<file path="config.mk">
export PLATFORM = sky130hd
export DESIGN_NAME = infix_to_postfix_converter
export DESIGN_NICKNAME = d
export VERILOG_FILES = /design/src/sv/itp_pkg.sv /design/src/sv/itp_ctrl.sv /design/src/sv/itp_datapath.sv /design/src/sv/infix_to_postfix_converter.sv
export VERILOG_INCLUDE_DIRS = /design/src /design/src/sv
export SDC_FILE = /design/constraint.sdc
export NUM_CORES = 1
export LEC_CHECK = 0
export BUFFER_PORTS_ARGS = -buffer_cell sky130_fd_sc_hd__buf_4
export CORE_MARGIN = 4
export CORE_UTILIZATION = 50
export CTS_CLUSTER_SIZE = 40
export DETAILED_ROUTE_END_ITERATION = 8
export GPL_ROUTABILITY_DRIVEN = 0
export GPL_TIMING_DRIVEN = 0
export MAX_ROUTING_LAYER = met4
export PLACE_DENSITY = 0.73
export SKIP_CTS_REPAIR_TIMING = 1
export SYNTH_ARGS = -nofsm -noshare
export SYNTH_HDL_FRONTEND = slang
export SYNTH_HIERARCHICAL = 1
export SYNTH_SLANG_ARGS = --single-unit
</file>
<file path="constraint.sdc">
create_clock -name clk -period 3.51 [get_ports clk]
set_clock_uncertainty 0.05 [all_clocks]
set_input_delay 0.702 -clock clk [delete_from_list [all_inputs] [get_ports clk]]
set_output_delay 0.702 -clock clk [all_outputs]
set_load 0.01 [all_outputs]
</file>
<file path="src/sv/assert_macros.svh">
// Assertion helpers used by the top-level RTL file.
`ifndef ASSERT_MACROS_SVH
`define ASSERT_MACROS_SVH
`ifndef SYNTH
// Same-cycle implication, checked while out of reset.
`define ASSERT_IMPL(lbl, clk, rstn, ante, cons) \
  lbl: assert property (@(posedge clk) disable iff (!(rstn)) (ante) |-> (cons)) \
    else $error("assertion failed: same-cycle implication");
// Next-cycle implication, checked while out of reset.
`define ASSERT_NEXT(lbl, clk, rstn, ante, cons) \
  lbl: assert property (@(posedge clk) disable iff (!(rstn)) (ante) |=> (cons)) \
    else $error("assertion failed: next-cycle implication");
`else
`define ASSERT_IMPL(lbl, clk, rstn, ante, cons)
`define ASSERT_NEXT(lbl, clk, rstn, ante, cons)
`endif
`endif

</file>
<file path="src/sv/itp_pkg.sv">
`timescale 1ns / 1ps
`default_nettype none
package itp_pkg;

  localparam int unsigned STACK_DEPTH = 3;
  localparam int unsigned CHAR_W      = 8;

  localparam logic [CHAR_W-1:0] CH_ONE  = 8'h31;  // '1'
  localparam logic [CHAR_W-1:0] CH_NINE = 8'h39;  // '9'
  localparam logic [CHAR_W-1:0] CH_MUL  = 8'h2A;  // '*'
  localparam logic [CHAR_W-1:0] CH_DIV  = 8'h2F;  // '/'

  typedef logic [CHAR_W-1:0] char_t;
  typedef logic [1:0]        rank_t;
  typedef logic [1:0]        count_t;

  localparam rank_t RANK_DIGIT = 2'd3;
  localparam rank_t RANK_MULDIV = 2'd2;
  localparam rank_t RANK_OTHER = 2'd1;

  typedef enum logic [1:0] {
    ST_IDLE,
    ST_POP,
    ST_FLUSH
  } state_t;

  // Commands from the controller to the datapath
  typedef struct packed {
    logic load;       // capture the input transaction
    logic pop;        // pop the top entry into the output register
    logic push;       // push the current character
    logic run_last;   // popped entry is the last result of this item
    logic expr_last;  // popped entry ends the postfix expression
  } dp_cmd_t;

  // Status from the datapath to the controller
  typedef struct packed {
    logic   top_ge;    // top entry ranks at least the current character
    logic   next_ge;   // entry below the top ranks at least the current one
    count_t count;     // stack fill
    logic   fin;       // current character closes the expression
    logic   out_free;  // output register can take a result this cycle
  } dp_stat_t;

  // Priority of a character
  function automatic rank_t rank_of(input char_t ch);
    if (ch >= CH_ONE && ch <= CH_NINE) begin
      return RANK_DIGIT;
    end else if (ch == CH_MUL || ch == CH_DIV) begin
      return RANK_MULDIV;
    end else begin
      return RANK_OTHER;
    end
  endfunction

endpackage
`default_nettype wire

</file>
<file path="src/sv/itp_ctrl.sv">
`timescale 1ns / 1ps
`default_nettype none
module itp_ctrl (
  input  wire logic             clk,
  input  wire logic             rst_n,
  input  wire logic             in_tvalid,
  output logic                  in_tready,
  input  wire itp_pkg::dp_stat_t stat,
  output itp_pkg::dp_cmd_t      cmd
);
  import itp_pkg::*;

  state_t state_r;
  state_t state_nxt;

  // Hold the state
  always_ff @(posedge clk) begin
    if (!rst_n) begin
      state_r <= ST_IDLE;
    end else begin
      state_r <= state_nxt;
    end
  end

  // Sequence pops, the push and the final flush
  always_comb begin
    state_nxt = state_r;
    cmd       = '0;
    in_tready = 1'b0;
    unique case (state_r)
      ST_IDLE: begin
        in_tready = 1'b1;
        if (in_tvalid) begin
          cmd.load  = 1'b1;
          state_nxt = ST_POP;
        end
      end
      ST_POP: begin
        if (stat.top_ge) begin
          // Pop only when the output register has room
          if (stat.out_free) begin
            cmd.pop      = 1'b1;
            cmd.run_last = !stat.fin && !stat.next_ge;
          end
        end else begin
          cmd.push  = 1'b1;
          state_nxt = stat.fin ? ST_FLUSH : ST_IDLE;
        end
      end
      ST_FLUSH: begin
        if (stat.out_free) begin
          cmd.pop       = 1'b1;
          cmd.run_last  = (stat.count == 2'd1);
          cmd.expr_last = (stat.count == 2'd1);
          if (stat.count == 2'd1) begin
            state_nxt = ST_IDLE;
          end
        end
      end
      default: begin
        state_nxt = ST_IDLE;
      end
    endcase
  end

endmodule
`default_nettype wire

</file>
<file path="src/sv/itp_datapath.sv">
`timescale 1ns / 1ps
`default_nettype none
module itp_datapath (
  input  wire logic              clk,
  input  wire logic              rst_n,
  input  wire logic [7:0]        in_tdata,   // [7:0] in_char
  input  wire logic              in_tlast,   // is_final
  input  wire itp_pkg::dp_cmd_t  cmd,
  output itp_pkg::dp_stat_t      stat,
  output logic                   out_tvalid,
  input  wire logic              out_tready,
  output logic [7:0]             out_tdata,  // [7:0] out_char
  output logic                   out_tlast,  // run_last
  output logic                   out_tuser   // expr_last
);
  import itp_pkg::*;

  char_t  cur_r;
  logic   fin_r;
  rank_t  cur_rank;
  char_t  stk_r [STACK_DEPTH];  // entry 0 is the top
  count_t count_r;
  logic   out_valid_r;
  char_t  out_char_r;
  logic   out_run_last_r;
  logic   out_expr_last_r;

  assign cur_rank = rank_of(cur_r);

  // Report to the controller
  always_comb begin
    stat.top_ge   = (count_r != 2'd0) && (rank_of(stk_r[0]) >= cur_rank);
    stat.next_ge  = (count_r > 2'd1) && (rank_of(stk_r[1]) >= cur_rank);
    stat.count    = count_r;
    stat.fin      = fin_r;
    stat.out_free = !out_valid_r || out_tready;
  end

  // Capture the incoming character
  always_ff @(posedge clk) begin
    if (cmd.load) begin
      cur_r <= in_tdata;
      fin_r <= in_tlast;
    end
  end

  // Shift the stack down on push, up on pop
  always_ff @(posedge clk) begin
    if (cmd.push) begin
      stk_r[0] <= cur_r;
      stk_r[1] <= stk_r[0];
      stk_r[2] <= stk_r[1];
    end else if (cmd.pop) begin
      stk_r[0] <= stk_r[1];
      stk_r[1] <= stk_r[2];
    end
  end

  // Track the fill level
  always_ff @(posedge clk) begin
    if (!rst_n) begin
      count_r <= '0;
    end else if (cmd.push && count_r != count_t'(STACK_DEPTH)) begin
      count_r <= count_r + 2'd1;
    end else if (cmd.pop) begin
      count_r <= count_r - 2'd1;
    end
  end

  // Output register: load on pop, drop once the transaction completes
  always_ff @(posedge clk) begin
    if (!rst_n) begin
      out_valid_r <= 1'b0;
    end else if (cmd.pop) begin
      out_valid_r <= 1'b1;
    end else if (out_tready) begin
      out_valid_r <= 1'b0;
    end
  end

  always_ff @(posedge clk) begin
    if (cmd.pop) begin
      out_char_r      <= stk_r[0];
      out_run_last_r  <= cmd.run_last;
      out_expr_last_r <= cmd.expr_last;
    end
  end

  assign out_tvalid = out_valid_r;
  assign out_tdata  = out_char_r;
  assign out_tlast  = out_run_last_r;
  assign out_tuser  = out_expr_last_r;

endmodule
`default_nettype wire

</file>
<file path="src/sv/infix_to_postfix_converter.sv">
// Sequence: a character is taken in, the stack entries that rank at least as high are popped
// one at a time, the character is pushed, and on a final character the stack is flushed entry by
// entry; each result shows in the cycle after its pop, and pops wait while the output is full.
// Flow: one character at a time; the next is accepted only once the last is pushed (and flushed, if final).
// Reset: synchronous, active-low rst_n empties the stack and clears the output valid.
`timescale 1ns / 1ps
`default_nettype none
`include "assert_macros.svh"
module infix_to_postfix_converter (
  input  wire logic       clk,
  input  wire logic       rst_n,
  input  wire logic       in_tvalid,
  output logic            in_tready,
  input  wire logic [7:0] in_tdata,   // [7:0] in_char
  input  wire logic       in_tlast,   // is_final
  output logic            out_tvalid,
  input  wire logic       out_tready,
  output logic [7:0]      out_tdata,  // [7:0] out_char
  output logic            out_tlast,  // run_last
  output logic            out_tuser   // expr_last
);
  import itp_pkg::*;

  dp_cmd_t  cmd;
  dp_stat_t stat;

  itp_ctrl u_ctrl (
    .clk       (clk),
    .rst_n     (rst_n),
    .in_tvalid (in_tvalid),
    .in_tready (in_tready),
    .stat      (stat),
    .cmd       (cmd)
  );

  itp_datapath u_datapath (
    .clk        (clk),
    .rst_n      (rst_n),
    .in_tdata   (in_tdata),
    .in_tlast   (in_tlast),
    .cmd        (cmd),
    .stat       (stat),
    .out_tvalid (out_tvalid),
    .out_tready (out_tready),
    .out_tdata  (out_tdata),
    .out_tlast  (out_tlast),
    .out_tuser  (out_tuser)
  );

  // A pop never overwrites a result that is still waiting
  `ASSERT_IMPL(a_pop_has_room, clk, rst_n, cmd.pop, stat.out_free)
  // The stack never overflows on a push
  `ASSERT_IMPL(a_push_fits, clk, rst_n, cmd.push, stat.count != 2'd3)
  // The end of an expression leaves the stack empty
  `ASSERT_NEXT(a_flush_empties, clk, rst_n, cmd.pop && cmd.expr_last, stat.count == 2'd0)

endmodule
`default_nettype wire

</file>
# Word-level counts from Yosys, hierarchy flattened

Memories as Yosys holds them, arrays and structs flattened.
Index checks and enable logic that the tools add are counted.

Word-level logic and storage cells: 91
Memory bits (writable): 24
Bits in registers: 24
Memories: 1
Bits in latches: 0
Bits in read-only memories: 0

Shift-type cells: 0
Reductions and logical operators: 20
Equal/unequal tests: 14
Multiply operators: 0
Div/mod/pow operators: 0
Bitwise gates (word level): 2
Add/sub/neg operators: 2
$lt $le $gt $ge: 9
Muxes and demuxes: 35

Memories:

| memory           | words | width | rd ports | clocked after memory_dff | write ports | line               | text |
|---|---|---|---|---|---|---|---|
| u_datapath.stk_r | 3     | 8     | 3        | 0                        | 3           | itp_datapath.sv:21 | `char_t stk_r [STACK_DEPTH];` |

Operators with widths:

| kind                                                              | count |
|---|---|
| equality test 8 x 6 -> 1 bit, second input constant               | 6 |
| two-way mux 2 bit                                                 | 14 |
| greater-or-equal comparator 8 x 6 -> 1 bit, second input constant | 3 |
| less-or-equal comparator 8 x 6 -> 1 bit, second input constant    | 3 |
| two-way mux 1 bit                                                 | 16 |
| two-way mux 8 bit                                                 | 2 |
| inequality test 2 bit, second input constant                      | 4 |
| logical AND 1 bit                                                 | 7 |
| case mux 2 bit (3 select lines)                                   | 1 |
| nonzero test 2 bit                                                | 3 |
| equality test 2 x 1 -> 1 bit, second input constant               | 2 |
| greater-or-equal comparator 2 bit                                 | 2 |
| logical OR 1 bit                                                  | 4 |
| case mux 1 bit (2 select lines)                                   | 2 |
| AND reduction 4 bit                                               | 1 |
| logical NOT 1 bit                                                 | 3 |
| adder 2 x 1 -> 2 bit, second input constant                       | 1 |
| equality test 2 bit, second input constant                        | 1 |
| greater-than comparator 2 x 1 -> 1 bit, second input constant     | 1 |
| logical NOT 2 bit                                                 | 1 |
| inequality test 2 x 1 -> 1 bit, second input constant             | 1 |
| bitwise OR 1 bit                                                  | 2 |
| AND reduction 2 bit                                               | 1 |
| subtractor 2 x 1 -> 2 bit, second input constant                  | 1 |

# Depth between registers and ports, before layout

Gate-level depths: netlist of run 1.

Depth in word-level cells: 12
Mapped depth: 13
Gate-level depth less buffers: 12

# Modules after synthesis

The synthesis of run 1 kept the hierarchy.

By module, submodules not included:

| module       | instances | sequential area each (sq um) | area each (sq um) | cells an instance |
|---|---|---|---|---|
| itp_datapath | 1         | 1351.3                       | 1961.9            | 127 |
| itp_ctrl     | 1         | 40.0                         | 207.7             | 27 |

# Worst setup path after synthesis of run 1

No wires, ideal clock.

Path kind: reg-to-reg
Start point: register u_datapath.cur_r[2]
End point: memory u_datapath/stk_r[0][10] in the netlist's numbering, data pin
Slack: -0.019 ns
Data arrival time: 3.219 ns
Cell stages (with the launch flop): 13
Library setup time: 0.260 ns
Buffers on the path: 1
Cells stage by stage: edfxtp_1 -> xnor2_1 -> a21oi_1 -> or4_1 -> ha_1 -> a21oi_1 -> nor2_1 -> a21oi_1 -> nor2_1 -> inv_2 -> nor2_4 -> buf_6 -> mux2_2

RTL lines:

| item                   | line               | text |
|---|---|---|
| from (decl)            | itp_datapath.sv:18 | `char_t cur_r;` |
| from (signal assigned) | itp_datapath.sv:42 | `cur_r <= in_tdata;` |
| to (decl)              | itp_datapath.sv:21 |  |

==> summary.txt, run 1 <==
Routing
  – Final wirelength: ~3.8 mm
  – Number of routed nets with antenna violations: 0
  – Detailed Routing Iterations Pass 1: 4
  – DR vias: between 1000 and 1500
  – Avg Vias per Cell: between 5 and 6
  – DR iter-0 viols: 110
  – Drt drc: 0
  – Drt wl/cell: roughly 16 um

Critical path
  – Worst R2R Setup Slack: 0.16 ns
  – CP most frequent cell: a21oi_1
  – Critical Path Max Stage Delay: roughly 0.52 ns
  – Required @ worst endpoint: 3.51 ns
  – CP max FO: 10
  – Crit. End Element: flip-flop
  – R2R cell count: 12
  – Cell Chain, Critical Path: xnor2_1, a21oi_1, or4_1, ha_1, a21oi_1, nor2_2, a21oi_1, nor2_4, inv_2, nor2_4, buf_6, mux2_2
  – CP max-delay cell: or4_1
  – Worst R2R Start: u_datapath/cur_r[2]
  – Worst Setup SP: u_datapath/cur_r[2]
  – CP Class: flip-flop to flip-flop
  – CP startpoint kind: flip-flop
  – Worst R2R End: u_datapath/stk_r[0][12]
  – Data arrival, critical path: between 3 and 4 ns

Die
  – CORE AREA: roughly 4100 um2
  – Starting density of the core: approximately 53%
  – Cell Rows: 23
  – # IOs: 25
  – Die area: roughly 5500 um2
  – Die X: around 74 um
  – Die Height: between 70 and 80 um

Worst hold path
  – Hold Path Cell Cnt: 0
  – Hold_sp: u_datapath/stk_r[0][7]
  – Hold Crit Endpoint: u_datapath/out_tdata[7]
  – Hold Crit Class: flip-flop to flip-flop

Synth
  – Post-Synthesis Cells: 154
  – Ys Warns: 6
  – Post-synthesis net count: roughly 180
  – Seq/Total Area, Yosys: roughly 64%
  – FF+latch count, synth: 48
  – Mapped cell area: between 2000 and 2500 um2
  – Syn_area_per_cell: about 14 um2
  – Synth top cells by count: edfxtp_1 (43), mux2_2 (15), ha_1 (11), nand2_1 (11), nor2_1 (11)
  – Most numerous cell in the Yosys netlist: edfxtp_1
  – Top cells by area, synth: edfxtp_1 (60%), mux2_2 (7.8%), ha_1 (6.3%)
  – Async S/R FF share, synth: 0%
  – Leading area contributor after synthesis: edfxtp_1
  – EDFF count, synth: 43
  – Share of the synthesized area in the top cell type: 59.5%
  – Most used DFF post-synth: edfxtp_1
  – Distinct cells, synth: 34

Layout
  – Multi-input gate area: ~740 um2
  – Fin cells: around 240
  – Share of cells above drive strength 1: a little under a third
  – # diodes: 0
  – Register Area: 1390 um2
  – Util after Layout: a little over three fifths
  – Layout Nets: approximately 220
  – Fill cells: 323
  – Area delta synth->final: 18.3%

Timing
  – Worst hold slack: between 0.4 and 0.5 ns
  – Max_slew headroom: about two thirds
  – Slew Viols, Final: 0
  – FMAX: about 300 MHz
  – Fin. Hold Viols: 0
  – Final worst-path cycle share: roughly 96%
  – Worst Max-Slew Pin Slew: roughly 0.53 ns
  – Final Setup Violations: 0
  – Worst Slack Setup Final: 0.156 ns
  – Min cycle time layout: between 3 and 4 ns

Run
  – Maxcap violations: 0

GRT
  – First-pass GRT wire length: 6.22 mm
  – Initial antenna violation count: 0
  – Gr ovfl total: 0
  – Vias in the first global route: ~1300
  – GR Util All Layers: 15.9%
  – Largest net degree at the start of global routing: 17

Clocking
  – Num CTS Buffers: 5
  – Insertion delay to the later sink of the worst-skew pair: around 0.30 ns
  – CTS clock-pin slew for the worst setup and hold paths: 0.08 ns
  – Root Driver: clkbuf_8
  – CTS tree: yes
  – # H-tree levels: 2
  – Clock sink count: between 40 and 50
  – Clk buf depth: 2

Power and ir drop
  – Peak supply drop: approximately 0.41 mV
  – Tot Pwr: 1.86 mW
  – LEAKAGE: between 0.9 and 1 nW
  – Pwr Density: 726 nW/um2

Place
  – Pre-CTS setup slack: -0.418 ns
  – Placed cell count: about 230
  – Port Buf Inserts: 24
  – HPWL after DPL: around 2.7 mm

Status
  – Status: finished clean
## final cells by class
cell class                      count  area share (%)
Inverter                           10            1.46
Buffer                              2           0.731
Clock inverter                      2           0.293
Clock buffer                        5            2.68
Multi-Input combinational cell     94            28.8
Tap cell                           50            2.44
Timing Repair Buffer               32            9.36
Sequential cell                    48            54.2
## flip-flops by register name, indices dropped and copies added (netlist names)
signal,flops
u_datapath/cur_r,8
u_datapath/out_tuser,1
u_datapath/count_r,2
u_datapath/out_tdata,8
u_datapath/fin_r,1
u_ctrl/state_r,2
u_datapath/out_tvalid,1
u_datapath/stk_r,24
u_datapath/out_tlast,1
## layout by cell type, fill, tap and decap left out, types with 5 or more instances in the layout
master	synthesis	routed
nor2_1	11	9
dfxtp_1	5	5
ha_1	11	11
nand2_1	11	11
mux2_2	15	15
edfxtp_1	43	43
inv_1	9	9
buf_4	1	33
a21oi_1	6	6
clkbuf_8	0	5
## critical path, delay by kind of cell, from the launching register on
kind / cells / cell delay, ns
AOI/OAI and AO/OA: 3 / 0.32
xor gates and xnor gates: 1 / 0.24
adders and majority gates: 1 / 0.30
buffers and inverters: 2 / 0.27
DFF: 1 / 0.47
muxes: 1 / 0.35
and+or+nand+nor: 4 / 1.11
## worst max path at each step
stage | endpoint | cells after the start
after floorplan | u_datapath/stk_r[0][10] | 12
after global placement | u_datapath/stk_r[0][4] | 12
after detailed placement | u_datapath/stk_r[0][12] | 12
after CTS | u_datapath/stk_r[0][12] | 12
after global routing | u_datapath/stk_r[0][12] | 12
final | u_datapath/stk_r[0][12] | 12
## report_power, final
| part | total (mW) | internal (mW) | switching [mW] |
|---|---|---|---|
| Combinational | 0.528 | 0.243 | 0.285 |
| Sequential | 1.03 | 0.887 | 0.147 |
| Clock | 0.301 | 0.132 | 0.169 |
| Total | 1.86 | 1.26 | 0.601 |
## routing by layer
metal  part of all wire (%)  vias up  track usage, %
li1                       -      646               -
met1                     42      649            18.6
met2                     51       36            26.6
met3                    5.6        5            3.28
met4                    1.2        0            6.84
met5                      0        -               -
## through the flow
stage / instance area, um2 / TNS (ns)
after floorplan: 2170 / 0
after global placement: 2410 / -5.15
after detailed placement: 2410 / -8.18
after CTS: 2490 / -8.14
after global routing: 2570 / -0.00285
final: 2570 / 0
## cell families (layout without fill, tap and decap cells)
logic type / count (synthesis) / in the layout / share of synthesized area (%)
AOI/OAI and AO/OA: 17 / 17 / 5.48
muxes: 18 / 18 / 9.17
adders and majority gates: 11 / 11 / 6.34
DFF: 48 / 48 / 64.1
xor gates and xnor gates: 3 / 3 / 1.21
and+or+nand+nor: 45 / 45 / 11.1
buffers and inverters: 12 / 51 / 2.59
Power figures use the tool's default switching activity.
==> inputs of run 2 (changes only) <==
==> constraint.sdc (replaced) <==
create_clock -name clk -period 3.51 [get_ports clk]
set_clock_uncertainty 0.05 [all_clocks]
set_input_delay 0.1755 -clock clk [delete_from_list [all_inputs] [get_ports clk]]
set_output_delay 0.1755 -clock clk [all_outputs]
set_load 0.01 [all_outputs]
==> run 2 against run 1 <==
  * Non-clock buffer count up 5
  * Register-to-register slack about the same
  * Clock power about the same
  * Via count up 2.0%
  * Global-route usage unchanged
  * Cell count up 2.1%
  * Count of clock-buffer cells in the layout unchanged
  * Routed wire length up 1.4%
==> summary.txt, run 2 (synthesis results as in run 1) <==
Critical path
  – CP Class: flip-flop to flip-flop (unchanged)
  – Worst R2R End: u_datapath/stk_r[0][4] (was u_datapath/stk_r[0][12])
  – Crit. End Element: flip-flop (unchanged)
  – Worst R2R Setup Slack: 0.16 ns (about the same)
  – CP max FO: 10 (unchanged)
  – Data arrival, critical path: 3.35 ns (was 3.36 ns)
  – Worst R2R Start: u_datapath/cur_r[2] (unchanged)
  – Required @ worst endpoint: 3.51 ns (about the same)
  – R2R cell count: 12 (unchanged)
  – CP startpoint kind: flip-flop (unchanged)

Power and ir drop
  – Peak supply drop: 0.413 mV (was 0.412 mV)
  – LEAKAGE: 0.967 nW (was 0.947 nW)
  – Tot Pwr: 1.87 mW (was 1.86 mW)
  – Pwr Density: 715 nW/um2 (was 726 nW/um2)

Clocking
  – CTS clock-pin slew for the worst setup and hold paths: 0.08 ns (about the same)
  – Root Driver: clkbuf_8 (unchanged)
  – # H-tree levels: 2 (unchanged)
  – Clock sink count: 48 (unchanged)
  – Num CTS Buffers: 5 (unchanged)
  – Clk buf depth: 2 (unchanged)
  – CTS tree: yes (unchanged)
  – Insertion delay to the later sink of the worst-skew pair: 0.30 ns (about the same)

Layout
  – Share of cells above drive strength 1: 30.3% (was 31.1%)
  – Commonest non-fill, non-tap cell in the layout: edfxtp_1 (unchanged)
  – # diodes: 0 (unchanged)
  – Area delta synth->final: 20.6% (was 18.3%)
  – Max reg flops: 24 (unchanged)
  – Fill cells: 319 (was 323)
  – Top reg by flops: u_datapath/stk_r (unchanged)
  – Commonest non-fill, non-tap cells in the layout: edfxtp_1 (43), buf_4 (33), mux2_2 (15), nand2_1 (11), ha_1 (11) (unchanged)
  – Final Instance Area: 2620 um2 (was 2570 um2)
  – Layout Nets: 222 (was 217)

Timing
  – Slew Viols, Final: 0 (unchanged)
  – Worst Max-Slew Pin Slew: 0.527 ns (was 0.529 ns)
  – Fin. Hold Viols: 0 (unchanged)
  – Min cycle time layout: 3.35 ns (about the same)
  – FMAX: 298 MHz (about the same)
  – Final Setup Violations: 0 (unchanged)
  – Max_slew headroom: 64.9% (was 64.7%)
  – Worst Slack Setup Final: 0.156 ns (about the same)
  – Setup TNS: 0 ns (unchanged)
  – Final worst-path cycle share: 95.5% (was 95.6%)

Routing
  – Number of routed nets with antenna violations: 0 (unchanged)
  – DR vias: 1363 (was 1336)
  – Detailed Routing Iterations Pass 1: 4 (unchanged)
  – DR iter-0 viols: 117 (was 110)
  – Avg Vias per Cell: 5.50 (about the same)
  – Drt wl/cell: 15.7 um (was 15.8 um)
  – Final wirelength: 3.90 mm (was 3.85 mm)
  – Drt drc: 0 (unchanged)

Worst hold path
  – Hold Path Cell Cnt: 1 (was 0)
  – Hold Crit Endpoint: u_datapath/cur_r[0] (was u_datapath/out_tdata[7])
  – Hold_sp: in_tdata[0] (was u_datapath/stk_r[0][7])
  – Hold Crit Class: primary input to flip-flop (was flip-flop to flip-flop)

Place
  – Port Buf Inserts: 24 (unchanged)
  – HPWL after DPL: 2.71 mm (unchanged)
  – Pre-CTS setup slack: -0.418 ns (unchanged)
  – Dpl cell area: 2410 um2 (unchanged)

GRT
  – First-pass GRT wire length: 6.22 mm (unchanged)
  – Gr ovfl total: 0 (unchanged)
  – Global-route track usage on met2: 26.6% (unchanged)
  – Vias in the first global route: 1333 (unchanged)
  – Initial antenna violation count: 0 (unchanged)
  – Met1 usage: 18.6% (unchanged)
  – GR Util All Layers: 15.9% (unchanged)
  – Largest net degree at the start of global routing: 17 (unchanged)
  – Most Used Layer, Global Route: met2 (unchanged)
  – GRT met3 Usage: 3.28% (unchanged)

Die
  – Cell Rows: 23 (unchanged)
  – Die Height: 73.9 um (unchanged)
  – Die X: 73.9 um (unchanged)
  – Starting density of the core: 53.1% (unchanged)
  – # IOs: 25 (unchanged)
  – CORE AREA: 4090 um2 (unchanged)
  – Die area: 5460 um2 (unchanged)

Status
  – Status: finished clean (unchanged)

Run
  – Maxcap violations: 0 (unchanged)
run 2: worst max-delay path: stages, from the launching register on:
cell and delay (ns):
edfxtp_1 0.47, xnor2_1 0.24, a21oi_1 0.10, or4_1 0.53, ha_1 0.30, a21oi_1 0.07, nor2_2 0.21, a21oi_1 0.15
nor2_4 0.18, inv_2 0.07, nor2_4 0.20, buf_6 0.20, mux2_2 0.35
run 2: worst max path at each step:
stage | start | endpoint | slack, ns | cells past startpoint
floorplan | u_datapath/cur_r[2] | u_datapath/stk_r[0][10] | 0.21 | 12
global placement | u_datapath/cur_r[2] | u_datapath/stk_r[0][4] | -0.29 | 12
detailed placement | u_datapath/cur_r[2] | u_datapath/stk_r[0][12] | -0.42 | 12
CTS | u_datapath/cur_r[2] | u_datapath/stk_r[0][12] | -0.43 | 12
global route | u_datapath/cur_r[2] | u_datapath/stk_r[0][12] | -0.003 | 12
finish | u_datapath/cur_r[2] | u_datapath/stk_r[0][4] | 0.16 | 12
run 2: where the power goes:
group          internal, mW  switching (mW)  total [mW]
logic                 0.247           0.285       0.532
clock network         0.132           0.170       0.302
registers             0.887           0.148        1.04
run 2: area by class of cell:
class	instances	area (um2)	share of cell area, %
Inverter	10	37.5	1.43
Timing Repair Buffer	37	290	11.1
Multi-Input combinational cell	94	739	28.3
Sequential cell	48	1390	53.2
Buffer	2	18.8	0.717
Tap cell	50	62.6	2.39
Clock inverter	2	7.51	0.287
Clock buffer	5	68.8	2.63
run 2: layer usage:
metal | share of wire, % | routed length (um)
met1 | 42 | 1660
met2 | 51 | 2000
met3 | 5.1 | 200
met4 | 1.2 | 46
met5 | 0 | 0
run 2: stage by stage:
step	utilization [%]	instances	hold slack, ns
finish	64.0	248	0.00305
global route	64.0	248	0.000178
CTS	61.0	235	-0.00630
detailed placement	59.1	228	0.305
global placement	59.1	228	0.304
floorplan	-	154	0.224
==> inputs of run 3 (changes only) <==
--- a/config.mk
+++ b/config.mk
@@ -14,7 +14,7 @@
 export GPL_ROUTABILITY_DRIVEN = 0
 export GPL_TIMING_DRIVEN = 0
 export MAX_ROUTING_LAYER = met4
-export PLACE_DENSITY = 0.73
+export PLACE_DENSITY = 0.74
 export SKIP_CTS_REPAIR_TIMING = 1
 export SYNTH_ARGS = -nofsm -noshare
 export SYNTH_HDL_FRONTEND = slang
==> run 3 against run 2 <==
  * Core utilization up 1.7 points
  * Count of clock-buffer cells in the layout unchanged
  * Worst setup slack better by 0.040 ns
  * Global-route usage down 0.40 points
  * Via count up 1.3%
==> summary.txt, run 3 (synthesis results as in run 1) <==
Routing
  – Number of routed nets with antenna violations: 0 (unchanged)
  – Avg Vias per Cell: 5.46 (was 5.50)
  – Final wirelength: 3.97 mm (was 3.90 mm)
  – Drt wl/cell: 15.7 um (about the same)
  – Detailed Routing Iterations Pass 1: 4 (unchanged)
  – Drt drc: 0 (unchanged)
  – DR vias: 1381 (was 1363)
  – DR iter-0 viols: 77 (was 117)

Power and ir drop
  – LEAKAGE: 0.998 nW (was 0.967 nW)
  – Psw: 618 uW (was 604 uW)
  – Tot Pwr: 1.96 mW (was 1.87 mW)
  – Peak supply drop: 0.341 mV (was 0.413 mV)
  – Sw frac: 31.5% (was 32.3%)
  – Pint: 1.34 mW (was 1.27 mW)
  – Combinational share of power: 27.6% (was 28.5%)
  – Pwr Density: 730 nW/um2 (was 715 nW/um2)
  – Clock share of power: 19.5% (was 16.2%)
  – Seq pwr share: 52.8% (was 55.4%)

Timing
  – Min cycle time layout: 3.31 ns (was 3.35 ns)
  – Setup TNS: 0 ns (unchanged)
  – Max_slew headroom: 66.4% (was 64.9%)
  – Final Setup Violations: 0 (unchanged)
  – Fin. Hold Viols: 0 (unchanged)
  – Final worst-path cycle share: 94.4% (was 95.5%)
  – Worst Max-Slew Pin Slew: 0.504 ns (was 0.527 ns)
  – Slew Viols, Final: 0 (unchanged)
  – FMAX: 302 MHz (was 298 MHz)
  – RSZ-0062 raised after global routing: false

Place
  – Port Buf Inserts: 24 (unchanged)
  – HPWL after DPL: 2.54 mm (was 2.71 mm)

Critical path
  – CP startpoint kind: flip-flop (unchanged)
  – Worst R2R End: u_datapath/stk_r[0][14] (was u_datapath/stk_r[0][4])
  – Cell Chain, Critical Path: xnor2_1, nand2_1, or4_1, ha_1, nand2b_1, a21oi_1, nor2_2, a21oi_1, nor2_4, buf_4, or2_2 (was xnor2_1, a21oi_1, or4_1, ha_1, a21oi_1, nor2_2, a21oi_1, nor2_4, inv_2, nor2_4, buf_6, mux2_2)
  – CP endpoint: u_datapath/stk_r[0][14] (was u_datapath/stk_r[0][4])
  – Worst Setup SP: u_datapath/cur_r[2] (unchanged)
  – CP most frequent cell: a21oi_1 (unchanged)
  – CP max-delay cell: or2_2 (was or4_1)
  – Crit. End Element: flip-flop (unchanged)
  – Data arrival, critical path: 3.26 ns (was 3.35 ns)
  – R2R cell count: 11 (was 12)
  – Worst R2R Setup Slack: 0.20 ns (was 0.16 ns)
  – Critical Path Max Stage Delay: 0.48 ns (was 0.53 ns)
  – Required @ worst endpoint: 3.46 ns (was 3.51 ns)
  – CP Class: flip-flop to flip-flop (unchanged)
  – CP max FO: 16 (was 10)
  – Worst R2R Start: u_datapath/cur_r[2] (unchanged)

Clocking
  – Clock sink count: 48 (unchanged)
  – CTS tree: yes (unchanged)
  – Insertion delay to the later sink of the worst-skew pair: 0.30 ns (about the same)
  – # H-tree levels: 2 (unchanged)
  – Root Driver: clkbuf_8 (unchanged)
  – CTS clock-pin slew for the worst setup and hold paths: 0.09 ns (was 0.08 ns)
  – Num CTS Buffers: 5 (unchanged)
  – Clk buf depth: 2 (unchanged)

Layout
  – Area delta synth->final: 23.8% (was 20.6%)
  – # diodes: 0 (unchanged)
  – Util after Layout: 65.7% (was 64.0%)
  – Commonest non-fill, non-tap cell in the layout: edfxtp_1 (unchanged)
  – Share of cells above drive strength 1: 30.0% (was 30.3%)
  – Commonest non-fill, non-tap cells in the layout: edfxtp_1 (43), buf_4 (33), mux2_2 (15), nand2_1 (11), ha_1 (11) (unchanged)
  – Layout Nets: 226 (was 222)
  – Top reg by flops: u_datapath/stk_r (unchanged)
  – Max reg flops: 24 (unchanged)

Worst hold path
  – Hold Crit Class: primary input to flip-flop (unchanged)

Die
  – Die X: 73.9 um (unchanged)
  – CORE AREA: 4090 um2 (unchanged)
  – # IOs: 25 (unchanged)
  – Die Height: 73.9 um (unchanged)
  – Die area: 5460 um2 (unchanged)
  – Cell Rows: 23 (unchanged)
  – Starting density of the core: 53.1% (unchanged)

Status
  – Status: finished clean (unchanged)

GRT
  – Largest net degree at the start of global routing: 17 (unchanged)
  – GR Util All Layers: 15.5% (was 15.9%)
  – Initial antenna violation count: 0 (unchanged)
  – First-pass GRT wire length: 6.11 mm (was 6.22 mm)
  – Vias in the first global route: 1267 (was 1333)
  – Gr ovfl total: 0 (unchanged)

Run
  – Maxcap violations: 0 (unchanged)
run 3: cell count changes in the layout (fill, tap and decap cells not counted), sizes merged:
| cell | change |
|---|---|
| dlygate4sd3 | +4 |
| bufinv | +1 |
run 3: per-stage QoR:
step                      cell area, um2  hold slack [ns]  instances  setup slack (ns)
after floorplan                     2170            0.224        154             0.211
after CTS                           2520          -0.0120        236            -0.378
after global placement              2410            0.303        228            -0.271
after global routing                2690            0.115        253            0.0158
after detailed placement            2410            0.305        228            -0.356
final                               2690            0.112        253             0.196
run 3: worst min path at each step:
| stage | start | end | slack [ns] | cells past startpoint |
|---|---|---|---|---|
| 6_report | rst_n | u_ctrl/state_r[1] | 0.11 | 3 |
| 2_1_floorplan | in_tdata[0] | u_datapath/cur_r[0] | 0.22 | 0 |
| 5_1_grt | rst_n | u_ctrl/state_r[1] | 0.11 | 3 |
| 3_5_place_dp | in_tdata[2] | u_datapath/cur_r[2] | 0.30 | 1 |
| 4_1_cts | in_tdata[0] | u_datapath/cur_r[0] | -0.01 | 1 |
| 3_3_place_gp | in_tdata[2] | u_datapath/cur_r[2] | 0.30 | 1 |
run 3: cell type report:
| type | instances | area (um2) |
|---|---|---|
| clock inverters | 3 | 37.5 |
| clock buffers | 5 | 68.8 |
| inverters | 10 | 37.5 |
| multi-input cells | 94 | 739 |
| flip-flops and latches | 48 | 1390 |
| fillers | 300 | 1400 |
| well taps | 50 | 62.6 |
| repair buffers | 41 | 330 |
| plain buffers | 2 | 18.8 |
run 3: power groups by stage:
| stage | clock (mW) | combinational [mW] | sequential [mW] |
|---|---|---|---|
| 2_1_floorplan | 0 | 0.361 | 0.999 |
| 3_3_place_gp | 0 | 0.465 | 1.03 |
| 3_5_place_dp | 0 | 0.491 | 1.04 |
| 4_1_cts | 0.387 | 0.496 | 1.03 |
| 5_1_grt | 0.416 | 0.603 | 1.06 |
| 6_report | 0.383 | 0.542 | 1.04 |
run 3: worst max-delay path, delay by kind of cell, from the launching register on:
kind	cells	cell delay, ns
buf+inv	1	0.20
simple gates	6	1.31
compound gates	2	0.43
xor+xnor	1	0.23
flops	1	0.46
fa+ha+maj	1	0.31
run 3: routing by layer:
| metal | global-route usage (%) | up-vias | part of all wire, % |
|---|---|---|---|
| met5 | - | - | 0 |
| met4 | 6.04 | 0 | 1.6 |
| met3 | 3.28 | 7 | 4.0 |
| met1 | 19.8 | 673 | 44 |
| met2 | 24.3 | 35 | 50 |
| li1 | - | 666 | - |
